### src/rtl/gfbc_pkg.sv
// ----------------------------------------------------------------------------
// gfbc_pkg: shared types and constants for the Feistel block cipher
// Command codes, round schedule, key bank type and the control/status
// structures that join the controller to the datapath.
// ----------------------------------------------------------------------------
package gfbc_pkg;

  // Fixed cipher geometry
  localparam int unsigned ROUNDS    = 32;
  localparam int unsigned RND_W     = $clog2(ROUNDS);
  localparam int unsigned ROT_L     = 11;
  localparam int unsigned NUM_KEYS  = 8;
  localparam int unsigned KIDX_W    = $clog2(NUM_KEYS);
  localparam int unsigned NIB_N     = 8;
  localparam int unsigned ROW_W     = 64;
  localparam int unsigned BLK_W     = 64;
  localparam int unsigned KREG_N    = 4;
  localparam int unsigned IN_DATA_W = 136;

  localparam logic [RND_W-1:0] LAST_RND = RND_W'(ROUNDS - 1);
  // Rounds that run with ascending key order before the key order reverses
  localparam logic [RND_W-1:0] FWD_ENC  = RND_W'(ROUNDS - 8);
  localparam logic [RND_W-1:0] FWD_DEC  = RND_W'(8);

  // Input command codes carried on tuser
  localparam logic [1:0] CMD_ENC  = 2'd0;
  localparam logic [1:0] CMD_DEC  = 2'd1;
  localparam logic [1:0] CMD_LOAD = 2'd2;

  typedef logic [KREG_N-1:0][63:0] key_bank_t;

  // Controller to datapath
  typedef struct packed {
    logic              load_blk;
    logic              round_en;
    logic              row_rd_en;
    logic [KIDX_W-1:0] row_addr;
    logic [KIDX_W-1:0] key_sel;
    logic              row_wr;
    logic              out_load;
  } gfbc_cmd_t;

  // Datapath to controller
  typedef struct packed {
    logic out_free;
  } gfbc_sts_t;

  // Key and S-box row index used by a given round
  function automatic logic [KIDX_W-1:0] key_idx(input logic [RND_W-1:0] rnd,
                                                input logic dec);
    logic [RND_W-1:0] fwd;
    fwd = dec ? FWD_DEC : FWD_ENC;
    if (rnd < fwd) begin
      return rnd[KIDX_W-1:0];
    end
    return ~rnd[KIDX_W-1:0];
  endfunction

endpackage

### src/rtl/gost_feistel_block_cipher.sv
// ----------------------------------------------------------------------------
// gost_feistel_block_cipher: 32-round Feistel block cipher, ECB
// Usage:
//   Input stream (in_*): tuser carries the command (encrypt, decrypt,
//   load S-box row); tdata carries the block and the row to load.
//   A load writes one S-box row at its transfer and returns no result;
//   command code 3 is dropped. S-box rows must be loaded before use.
//   Output stream (out_*): one 64-bit block per encrypt or decrypt.
//   Key: four 64-bit registers on the APB port, written while idle.
// Timing:
//   A cipher command runs its rounds after its transfer, one round per cycle
//   through the single round unit, its S-box row fetched from the row store
//   in the cycle before; the finished block is then handed to the output
//   register, which drives out_tvalid. A load command completes in its
//   transfer cycle. A new input transfer is taken once the previous block
//   is in the output register, so no new block is taken while one is in
//   progress; a stalled receiver holds the result and halts the core once a
//   second block is finished.
// Reset: rst_n clears the keys and the control state; S-box rows are
//   undefined until loaded.
// ----------------------------------------------------------------------------
module gost_feistel_block_cipher (
  input  logic          clk,
  input  logic          rst_n,
  // Input stream
  input  logic          in_tvalid,
  output logic          in_tready,
  input  logic [135:0]  in_tdata,   // data_block[63:0], sbox_row_index[66:64],
                                    // sbox_row_value[130:67], zero[135:131]
  input  logic [1:0]    in_tuser,   // cmd[1:0]
  // Result stream
  output logic          out_tvalid,
  input  logic          out_tready,
  output logic [63:0]   out_tdata,  // result_block[63:0]
  // Configuration port
  input  logic          psel,
  input  logic          penable,
  input  logic          pwrite,
  input  logic [4:0]    paddr,
  input  logic [63:0]   pwdata,
  output logic [63:0]   prdata,
  output logic          pready
);
  import gfbc_pkg::*;

  gfbc_cmd_t dp_cmd;
  gfbc_sts_t dp_sts;
  key_bank_t keys;

  gfbc_cfg u_cfg (
    .clk     (clk),
    .rst_n   (rst_n),
    .psel    (psel),
    .penable (penable),
    .pwrite  (pwrite),
    .paddr   (paddr),
    .pwdata  (pwdata),
    .prdata  (prdata),
    .pready  (pready),
    .keys    (keys)
  );

  gfbc_ctrl u_ctrl (
    .clk       (clk),
    .rst_n     (rst_n),
    .in_tvalid (in_tvalid),
    .in_tready (in_tready),
    .in_cmd    (in_tuser),
    .sts       (dp_sts),
    .cmd       (dp_cmd)
  );

  gfbc_dp u_dp (
    .clk        (clk),
    .rst_n      (rst_n),
    .cmd        (dp_cmd),
    .sts        (dp_sts),
    .keys       (keys),
    .blk_in     (in_tdata[63:0]),
    .row_idx    (in_tdata[66:64]),
    .row_val    (in_tdata[130:67]),
    .out_tvalid (out_tvalid),
    .out_tready (out_tready),
    .out_tdata  (out_tdata)
  );

endmodule

### src/rtl/gfbc_cfg.sv
// ----------------------------------------------------------------------------
// gfbc_cfg: key register bank behind the APB-style port
// Four 64-bit key registers at byte addresses 0, 8, 16 and 24.
// ----------------------------------------------------------------------------
module gfbc_cfg (
  input  logic              clk,
  input  logic              rst_n,
  input  logic              psel,
  input  logic              penable,
  input  logic              pwrite,
  input  logic [4:0]        paddr,
  input  logic [63:0]       pwdata,
  output logic [63:0]       prdata,
  output logic              pready,
  output gfbc_pkg::key_bank_t keys
);
  import gfbc_pkg::*;

  key_bank_t key_r;
  logic      wr_en;

  assign pready = 1'b1;
  assign wr_en  = psel & penable & pwrite;

  // Write the addressed key register on the access cycle
  always_ff @(posedge clk) begin
    if (!rst_n) begin
      key_r <= '0;
    end else if (wr_en) begin
      key_r[paddr[4:3]] <= pwdata;
    end
  end

  // Return the addressed register on reads
  assign prdata = key_r[paddr[4:3]];
  assign keys   = key_r;

endmodule

### src/rtl/gfbc_dp.sv
// ----------------------------------------------------------------------------
// gfbc_dp: cipher datapath
// Holds the S-box rows, the N1/N2 half registers, the round function and
// the output register of the result channel.
// ----------------------------------------------------------------------------
module gfbc_dp (
  input  logic                   clk,
  input  logic                   rst_n,
  input  gfbc_pkg::gfbc_cmd_t    cmd,
  output gfbc_pkg::gfbc_sts_t    sts,
  input  gfbc_pkg::key_bank_t    keys,
  input  logic [63:0]            blk_in,
  input  logic [2:0]             row_idx,
  input  logic [63:0]            row_val,
  output logic                   out_tvalid,
  input  logic                   out_tready,
  output logic [63:0]            out_tdata
);
  import gfbc_pkg::*;

  logic [ROW_W-1:0] sbox_mem [NUM_KEYS];
  logic [ROW_W-1:0] row_r;
  logic [31:0]      n1_r;
  logic [31:0]      n2_r;
  logic [BLK_W-1:0] out_data_r;
  logic             out_valid_r;
  logic [63:0]      kpair;
  logic [31:0]      subkey;
  logic [31:0]      sum;
  logic [31:0]      subst;
  logic [31:0]      fval;

  // S-box store: one whole row written per load, one row read per cycle while row_rd_en is set
  always_ff @(posedge clk) begin
    if (cmd.row_wr) begin
      sbox_mem[row_idx] <= row_val;
    end
    if (cmd.row_rd_en) begin
      row_r <= sbox_mem[cmd.row_addr];
    end
  end

  // Subkey select: even index in the upper half of its register
  assign kpair  = keys[cmd.key_sel[KIDX_W-1:1]];
  assign subkey = cmd.key_sel[0] ? kpair[31:0] : kpair[63:32];
  assign sum    = n1_r + subkey;

  // Substitute each nibble through the prefetched row
  always_comb begin
    for (int i = 0; i < NIB_N; i++) begin
      subst[4*i +: 4] = row_r[4*sum[4*i +: 4] +: 4];
    end
  end

  assign fval = {subst[31-ROT_L:0], subst[31:32-ROT_L]};

  // Load the block halves or advance one round
  always_ff @(posedge clk) begin
    if (cmd.load_blk) begin
      n1_r <= blk_in[63:32];
      n2_r <= blk_in[31:0];
    end else if (cmd.round_en) begin
      n1_r <= fval ^ n2_r;
      n2_r <= n1_r;
    end
  end

  // Output register: final N2 in the upper half
  always_ff @(posedge clk) begin
    if (!rst_n) begin
      out_valid_r <= 1'b0;
    end else if (cmd.out_load) begin
      out_valid_r <= 1'b1;
    end else if (out_tready) begin
      out_valid_r <= 1'b0;
    end
  end

  always_ff @(posedge clk) begin
    if (cmd.out_load) begin
      out_data_r <= {n2_r, n1_r};
    end
  end

  assign sts.out_free = !out_valid_r || out_tready;
  assign out_tvalid   = out_valid_r;
  assign out_tdata    = out_data_r;

  // A new result never overwrites one still waiting for its transfer
  a_no_overwrite: assert property (@(posedge clk) disable iff (!rst_n)
    cmd.out_load |-> (!out_valid_r || out_tready))
    else $error("result register overwritten before transfer");

endmodule

### src/rtl/gfbc_ctrl.sv
// ----------------------------------------------------------------------------
// gfbc_ctrl: sequencing controller
// Accepts commands, steps the round counter through the key schedule and
// hands the finished block to the output register.
// ----------------------------------------------------------------------------
module gfbc_ctrl (
  input  logic                clk,
  input  logic                rst_n,
  input  logic                in_tvalid,
  output logic                in_tready,
  input  logic [1:0]          in_cmd,
  input  gfbc_pkg::gfbc_sts_t sts,
  output gfbc_pkg::gfbc_cmd_t cmd
);
  import gfbc_pkg::*;

  typedef enum logic [1:0] {
    S_IDLE,
    S_RUN,
    S_FINISH
  } state_t;

  state_t           state_r;
  logic [RND_W-1:0] rnd_r;
  logic             dec_r;
  logic             accept;
  logic             is_cipher;
  logic [RND_W-1:0] rnd_inc;

  assign in_tready = (state_r == S_IDLE);
  assign accept    = in_tvalid && in_tready;
  assign is_cipher = (in_cmd == CMD_ENC) || (in_cmd == CMD_DEC);
  assign rnd_inc   = rnd_r + RND_W'(1);

  // State, round counter and direction
  always_ff @(posedge clk) begin
    if (!rst_n) begin
      state_r <= S_IDLE;
      rnd_r   <= '0;
      dec_r   <= 1'b0;
    end else begin
      case (state_r)
        S_IDLE: begin
          if (accept && is_cipher) begin
            state_r <= S_RUN;
            rnd_r   <= '0;
            dec_r   <= (in_cmd == CMD_DEC);
          end
        end
        S_RUN: begin
          rnd_r <= rnd_inc;
          if (rnd_r == LAST_RND) begin
            state_r <= S_FINISH;
          end
        end
        S_FINISH: begin
          if (sts.out_free) begin
            state_r <= S_IDLE;
          end
        end
        default: begin
          state_r <= S_IDLE;
        end
      endcase
    end
  end

  // Datapath commands; the row for the next round is fetched during the current one
  always_comb begin
    cmd           = '0;
    cmd.key_sel   = key_idx(rnd_r, dec_r);
    cmd.row_addr  = '0;
    case (state_r)
      S_IDLE: begin
        cmd.load_blk  = accept && is_cipher;
        cmd.row_rd_en = accept && is_cipher;
        cmd.row_wr    = accept && (in_cmd == CMD_LOAD);
      end
      S_RUN: begin
        cmd.round_en  = 1'b1;
        cmd.row_rd_en = 1'b1;
        cmd.row_addr  = key_idx(rnd_inc, dec_r);
      end
      S_FINISH: begin
        cmd.out_load = sts.out_free;
      end
      default: begin
        cmd = '0;
      end
    endcase
  end

  // A cipher command starts the rounds from the first one
  a_start: assert property (@(posedge clk) disable iff (!rst_n)
    (accept && is_cipher) |=> (state_r == S_RUN && rnd_r == '0))
    else $error("cipher command did not start at round zero");

  // The last round always leads to the hand-off state
  a_last: assert property (@(posedge clk) disable iff (!rst_n)
    (state_r == S_RUN && rnd_r == LAST_RND) |=> (state_r == S_FINISH))
    else $error("round sequence did not end after the last round");

  // Hold the finished block while the output register is occupied
  a_hold: assert property (@(posedge clk) disable iff (!rst_n)
    (state_r == S_FINISH && !sts.out_free) |=> (state_r == S_FINISH))
    else $error("finished block dropped while output stalled");

endmodule

### config.mk
export PLATFORM = sky130hd
export DESIGN_NAME = gost_feistel_block_cipher
export DESIGN_NICKNAME = d
export VERILOG_FILES = /design/src/rtl/gfbc_pkg.sv /design/src/rtl/gost_feistel_block_cipher.sv /design/src/rtl/gfbc_cfg.sv /design/src/rtl/gfbc_dp.sv /design/src/rtl/gfbc_ctrl.sv
export SDC_FILE = /design/constraint.sdc
export NUM_CORES = 2
export LEC_CHECK = 0
export BUFFER_PORTS_ARGS = -buffer_cell sky130_fd_sc_hd__buf_2
export CORE_MARGIN = 3
export CORE_UTILIZATION = 25
export CTS_CLUSTER_DIAMETER = 60
export DETAILED_ROUTE_END_ITERATION = 10
export GPL_ROUTABILITY_DRIVEN = 0
export PLACE_DENSITY = 0.5
export SLEW_MARGIN = 20
export SYNTH_ARGS = -nofsm -noshare
export SYNTH_HDL_FRONTEND = slang
export SYNTH_SLANG_ARGS = --single-unit
### constraint.sdc
create_clock -name clk -period 7.9 [get_ports clk]
set_clock_uncertainty 0.05 [all_clocks]
set_input_delay 0.395 -clock clk [delete_from_list [all_inputs] [get_ports clk]]
set_output_delay 0.395 -clock clk [all_outputs]
set_load 0.02 [all_outputs]
* After elaboration in Yosys (flattened, before gate mapping) *
Memory sizes are Yosys's and may differ from the RTL's. A register that Yosys moved wholly into a read port is not among the register bits.
Index checks and enable logic that the tools add are counted.

word-level totals
  memories = 1
  flip-flop bits (word level) = 393
  logic and storage cells = 93
  input port bits = 214
  memory bits (writable) = 512
  output and inout bits = 131

memory list
  memory         words  width  read ports  clocked after memory_dff  wr ports  RTL line       RTL
  u_dp.sbox_mem  8      64     1           1                         1         gfbc_dp.sv:21  logic [ROW_W-1:0] sbox_mem [NUM_KEYS];

cells by class
  bitwise gates (word level) = 5
  reduce and logical (&&, ||, !) cells = 16
  shift-type cells = 8
  muxes and demuxes = 37
  $add $sub $neg = 2
  equal/unequal tests = 8
  $lt $le $gt $ge = 5

operators with widths
  kind                                                        number
  variable part select 64 x 7 -> 4 bit                        8
  binary-select mux 64 bit (select 2 bit)                     2
  bitwise mux 256 bit                                         1
  2-to-1 mux 64 bit                                           3
  2-to-1 mux 32 bit                                           5
  demux 64 bit (select 2 bit)                                 1
  adder 32 bit                                                1
  XOR 32 bit                                                  1
  2-to-1 mux 3 bit                                            6
  2-to-1 mux 1 bit                                            11
  less-than comparator 5 bit                                  2
  2-to-1 mux 5 bit                                            2
  one-hot mux 5 bit (2 select lines)                          1
  less-than comparator 2 x 3 -> 1 bit, second input constant  2
  2-to-1 mux 2 bit                                            3
  inverter 3 bit                                              2
  one-hot mux 2 bit (3 select lines)                          1
  nonzero test 2 bit                                          3
  adder 5 x 1 -> 5 bit, second input constant                 1
  equality test 5 bit, second input constant                  1
  equality test 2 x 1 -> 1 bit, second input constant         2
  equality test 2 bit, second input constant                  2
  logical AND 1 bit                                           4
  logical NOT 2 bit                                           2
  10 further kinds                                            14

* Logic depth before layout (Yosys ltp) *
  depth after elaboration = 13
  depth in mapped cells = 27
  mapped depth without buffers = 22

* Cells and area by module *
Synthesis repeated with hierarchy kept, for this count alone.

unflattened totals
  cell total of the unflattened synthesis = 3079
  area, all modules = 46946.3 sq um

modules (own cells, without submodules)
  module     instances  seq. area each (sq um)  area an instance (sq um)  cells an instance
  gfbc_dp    1          21160.3                 35315.1                   2031
  gfbc_cfg   1          5124.9                  11043.1                   982
  gfbc_ctrl  1          160.2                   588.1                     66

* Worst setup path after synthesis *
No wires, ideal clock.

  path kind = flip-flop to flip-flop
  from = reg u_ctrl.state_r[1]
  to = mem u_dp.sbox_mem[0][0] (enable)
  data required time = 7.285 ns
  path slack = 1.763 ns
  data arrival time = 5.522 ns
  setup time = 0.565 ns
  stages on the path, launching flop included = 6
  path buffers = 0
  clock period less this slack = 6.137 ns
  cell sequence = dfxtp_1 > nor2_1 > nand2_1 > nor3b_1 > nand2b_1 > nor3_1

between the ends
  word-level cells in the longest chain between the ends = 6

ends and longest elaborated chain
  what                                        RTL line                         RTL
  from (decl)                                 gfbc_ctrl.sv:23                  state_t state_r;
  from (signal assigned)                      gfbc_ctrl.sv:38                  state_r <= S_IDLE;
  from (signal assigned)                      gfbc_ctrl.sv:45                  state_r <= S_RUN;
  from (signal assigned)                      gfbc_ctrl.sv:53                  state_r <= S_FINISH;
  logical NOT 2 bit (*)                       gfbc_ctrl.sv:30                  assign in_tready = (state_r == S_IDLE);
  named net in_tready                         gost_feistel_block_cipher.sv:27  output logic in_tready,
  logical AND 1 bit                           gfbc_ctrl.sv:31                  assign accept = in_tvalid && in_tready;
  logical AND 1 bit                           gfbc_ctrl.sv:77                  cmd.row_wr = accept && (in_cmd == CMD_LOAD);
  2-to-1 mux 1 bit (*)                        gfbc_ctrl.sv:73                  case (state_r)
  2-to-1 mux 1 bit (*)                        gfbc_dp.sv:35                    if (cmd.row_wr) begin
  2-to-1 mux 1 bit (implied by the code) (*)  gfbc_dp.sv:36                    sbox_mem[row_idx] <= row_val;
  to (decl)                                   gfbc_dp.sv:21

Mark *: on every way through the listed nets, which the timed path passes. The rest lies on a longest branch.

* Worst setup path after layout *
  from = reg u_ctrl.dec_r
  to = reg u_dp.n1_r[9] (data pin)

between the ends
  word-level cells in the longest chain between the ends = 13

ends and longest elaborated chain
  what                                      RTL line         RTL
  from (decl)                               gfbc_ctrl.sv:25  logic dec_r;
  from (signal assigned)                    gfbc_ctrl.sv:47  dec_r <= (in_cmd == CMD_DEC);
  2-to-1 mux 5 bit (*)                      gfbc_pkg.sv:52   fwd = dec ? FWD_DEC : FWD_ENC;
  less-than comparator 5 bit (*)            gfbc_pkg.sv:53   if (rnd < fwd) begin
  2-to-1 mux 1 bit (*)                      gfbc_pkg.sv:53
  2-to-1 mux 3 bit (*)                      gfbc_pkg.sv:56   return ~rnd[KIDX_W-1:0];
  2-to-1 mux 3 bit (*)                      gfbc_ctrl.sv:73
  binary-select mux 64 bit (select 2 bit)   gfbc_dp.sv:44    assign kpair = keys[cmd.key_sel[KIDX_W-1:1]];
  2-to-1 mux 64 bit (implied by the code)   gfbc_dp.sv:44
  2-to-1 mux 32 bit (*)                     gfbc_dp.sv:45    assign subkey = cmd.key_sel[0] ? kpair[31:0] : kpair[63:32];
  adder 32 bit (*)                          gfbc_dp.sv:46    assign sum = n1_r + subkey;
  variable part select 64 x 7 -> 4 bit (*)  gfbc_dp.sv:51    subst[4*i +: 4] = row_r[4*sum[4*i +: 4] +: 4];
  XOR 32 bit (*)                            gfbc_dp.sv:63    n1_r <= fval ^ n2_r;
  2-to-1 mux 32 bit (*)                     gfbc_dp.sv:62    end else if (cmd.round_en) begin
  2-to-1 mux 32 bit (*)                     gfbc_dp.sv:59    if (cmd.load_blk) begin
  to (signal assigned)                      gfbc_dp.sv:60    n1_r <= blk_in[63:32];
  to (signal assigned)                      gfbc_dp.sv:63
  to (decl)                                 gfbc_dp.sv:23    logic [31:0] n1_r;

Every way passes the cells marked *; elsewhere a longest branch is shown, timed or not. The select of a mux whose other input is x is not followed.
A chain may end at the register's enable or synchronous reset.

==> flow_summary.rst <==
.. list-table::
   :header-rows: 1

   * - Metric
     - Value
   * - Number of buffers added by the clock tree synthesis step
     - 115
   * - Post-synthesis net count
     - about 4600
   * - Fraction of synthesized cell area taken by the top area cell type
     - 0.4566
   * - DRC
     - 0
   * - Source-to-sink clock delay at the later pin of the worst-skew pair
     - roughly 770 ps
   * - Fmax
     - roughly 140 MHz
   * - DR pass1 iterations
     - 6
   * - Post-synthesis instance area
     - 46300 µm²
   * - Arrival time at the worst endpoint
     - roughly 7700 ps
   * - Die Span X
     - around 440 µm
   * - Initial antenna violation count
     - 27
   * - Number of buffers between clock root and the deepest sink
     - 3
   * - RSZ-0062 raised after global routing
     - no
   * - Synthesized area per cell
     - between 10 and 15 µm²
   * - Number of cells produced by synthesis
     - roughly 4400
   * - Port Buffer Count
     - approximately 340
   * - Overflow after GRT
     - 0
   * - Maximum capacitance violations
     - 0
   * - Critical Path End Type
     - flop
   * - Initial core utilization
     - 0.2521
   * - Placed wire-length estimate after detailed placement
     - 105000 µm
   * - GRT Overall Usage
     - 0.1662
   * - Cells along the critical path
     - ha_1, a21oi_1, xnor2_1, and2_4, buf_4, nand2_1, nand3_1, nand2_1, o21ai_0, ha_1, a21oi_1, nand2_1, a21oi_1, o21ai_1, a221oi_1, o41a_1, xor2_1, a2111oi_0, nor4_1, xor2_1, o21ai_1
   * - Slew at the pin closest to its max-slew limit
     - 1151 ps
   * - Fraction of final layout cells sized beyond drive strength 1
     - 0.1678
   * - DR vias/cell
     - between 4 and 5
   * - Fraction of the cycle the final worst path needs
     - 0.9153
   * - Hold Vio Cnt, Final
     - 0
   * - Die Height
     - between 400 and 500 µm
   * - Critical path peak fanout
     - 40
   * - Type of the worst setup path
     - reg -> reg
   * - Via count of the first global-routing pass
     - approximately 34000
   * - Cell with the most instances after synthesis
     - nand2_1
   * - Area contributors post-synth
     - edfxtp_1 (46%), nand2_1 (12%), dfxtp_1 (11%)
   * - Leakage power figure
     - between 0.015 and 0.02 µW
   * - Average wire length per cell after detail routing
     - 22.24 µm
   * - Routed via count
     - between 30000 and 40000
   * - Worst ir drop on vdd
     - 0.2181 mV
   * - Post-synth EDFFs
     - just over 700
   * - First-pass GRT wire length
     - between 200000 and 250000 µm
   * - Number of H-tree levels
     - 3
   * - Clock edge transition at the registers on the reported setup and hold paths
     - roughly 60 ps
   * - Clock root buffer
     - clkbuf_16
   * - Top cell types by occurrence after synthesis
     - nand2_1 (1519), edfxtp_1 (704), nand3_1 (489)
   * - Largest net degree at the start of global routing
     - 129
   * - Fraction of the yosys area taken by sequential cells
     - 0.5712
   * - Power density normalized to cell area
     - 239.6 nW/µm²
   * - Die ar.
     - ~190000 µm²
   * - Final critical-path required period
     - approximately 7200 ps
   * - Total setup buffers inserted after CTS
     - 0
   * - Clock tree from TritonCTS
     - done
   * - Worst hold path type
     - in -> reg
   * - Flip-flop and latch count after synthesis
     - ~970
   * - DR iter-0 viols
     - roughly 3200
   * - Net total in the final layout
     - around 5000
   * - Area Growth Syn to Fin
     - 22.04%
   * - Required arrival time at the worst endpoint
     - about 8300 ps
   * - Count of final setup violators
     - 0
   * - Antenna-violating nets left
     - 0
   * - Final Routed Wirelength
     - 163700 µm
   * - Number of clock sinks
     - between 900 and 1000
   * - Tot Pwr
     - 13540 µW
   * - Area of the core
     - 183700 µm²
   * - Primary FF master, synth
     - edfxtp_1
   * - Count of distinct cell types in the synthesized netlist
     - 70
   * - Final Slew Violations
     - 0
   * - Outcome
     - finished clean
   * - I/O pin total
     - ~350
   * - Delay of the slowest cell on the worst path
     - 770 ps
   * - Post-synth ARST share
     - 0
   * - Leading area contributor after synthesis
     - edfxtp_1
   * - Worst max-slew margin expressed relative to the limit
     - 0.2328
   * - Number of rows created at floorplan
     - approximately 160
   * - Final Hold Slack
     - around 31 ps
   * - Standard cell with the maximum stage delay on the critical path
     - nor4_1
   * - Crit path launch type
     - flop
   * - Setup TNS
     - 0 ps
   * - Yosys warns
     - 0
==> layer usage <==
layer  up-vias  part of all wire  global-route usage
li1      16370                 -                   -
met1     17300              0.42              0.2156
met2      1226              0.49              0.2843
met3       268             0.062             0.02742
met4        10             0.029             0.04777
met5         -           0.00042                   0
==> placed cells by master (no fill, tap or decap), types with 13 or more instances in the layout <==
cell / instances
clkinv_2: 19
mux4_2: 159
mux2_2: 13
nor2_1: 51
a211oi_1: 28
ha_1: 35
xnor2_1: 45
nand3_1: 488
a21o_1: 18
mux4_1: 16
dfxtp_1: 265
nor2b_1: 15
clkinv_1: 22
a21oi_1: 64
inv_1: 19
buf_4: 83
nand2_1: 1511
dlygate4sd3_1: 188
clkbuf_1: 22
diode_2: 15
edfxtp_1: 704
a21boi_0: 261
mux2i_1: 55
a2111oi_0: 13
buf_2: 332
nor3_1: 22
clkbuf_16: 116
o21ai_0: 111
xor2_1: 19
==> power by group <==
part	internal (µW)	switching (µW)
combinational	1030	1330
sequential	5660	252
clock	3020	2230
==> stage by stage <==
step                      setup slack, ps  cell area [µm²]    util  cells
after floorplan                      1763            46300       -   4359
after global placement              987.8            50810  0.2766   6942
after detailed placement            908.9            50810  0.2766   6942
after CTS                           862.4            56460  0.3074   7344
after global routing                173.9            56480  0.3075   7350
final                               668.8            56500  0.3076   7359
==> final cells by class <==
type                            count  area [µm²]
Timing Repair Buffer              610        4298
Antenna cell                       15       37.54
Multi-Input combinational cell   3068       18800
Inverter                           19       71.32
Clock inverter                     71       711.9
Clock buffer                      143        3054
Tap cell                         2464        3083
Fill cell                       18840      127200
Sequential cell                   969       26450
==> critical path, delay by kind of cell, from the launching register on <==
kind	cells	cell delay, ps
XOR/XNOR	3	840
buffers and inverters	1	450
AND/OR/NAND/NOR	6	1710
flip-flops	1	330
AO/OA/AOI/OAI	9	2760
adder cells (fa/ha/maj)	2	760
==> worst paths after layout <==
path	startpoint	to	slack (ps)	cells past startpoint
setup / recovery	u_ctrl.dec_r$_SDFFE_PN0P_	u_dp.n1_r[9]$_DFFE_PP_	670	21
hold / removal	in_tdata[9]	u_dp.n2_r[9]$_DFFE_PP_	30	3
setup reg to reg	u_ctrl.dec_r$_SDFFE_PN0P_	u_dp.n1_r[9]$_DFFE_PP_	670	21
hold reg to reg	u_dp.n2_r[22]$_DFFE_PP_	u_dp.out_tdata[54]$_DFFE_PP_	430	0
==> sequential cells by signal, indices dropped and copies added (netlist names) <==
name             flops
u_dp.sbox_mem      512
u_cfg.keys         256
u_dp.out_tdata      64
u_dp.row_r          64
u_dp.n1_r           32
u_dp.n2_r           32
u_ctrl.rnd_r         5
u_ctrl.state_r       2
u_ctrl.dec_r         1
u_dp.out_tvalid      1
==> cell families (layout without fill, tap and decap cells) <==
family	Yosys count	after routing	share of synthesized area
multiplexers	243	243	0.1015
XOR/XNOR	71	71	0.01392
AND/OR/NAND/NOR	2156	2156	0.1923
flip-flops	969	969	0.5712
buffers and inverters	322	843	0.02740
other	1	16	0.00008100
AO/OA/AOI/OAI	560	560	0.08338
adder cells (fa/ha/maj)	37	37	0.01016
==> what timing repair did <==
item,CTS,global route
hold endpoints to repair,828,0
setup endpoints to repair,0,0
hold buffers,188,0
gates resized for setup,0,0
(Power assumes the default switching activity.)
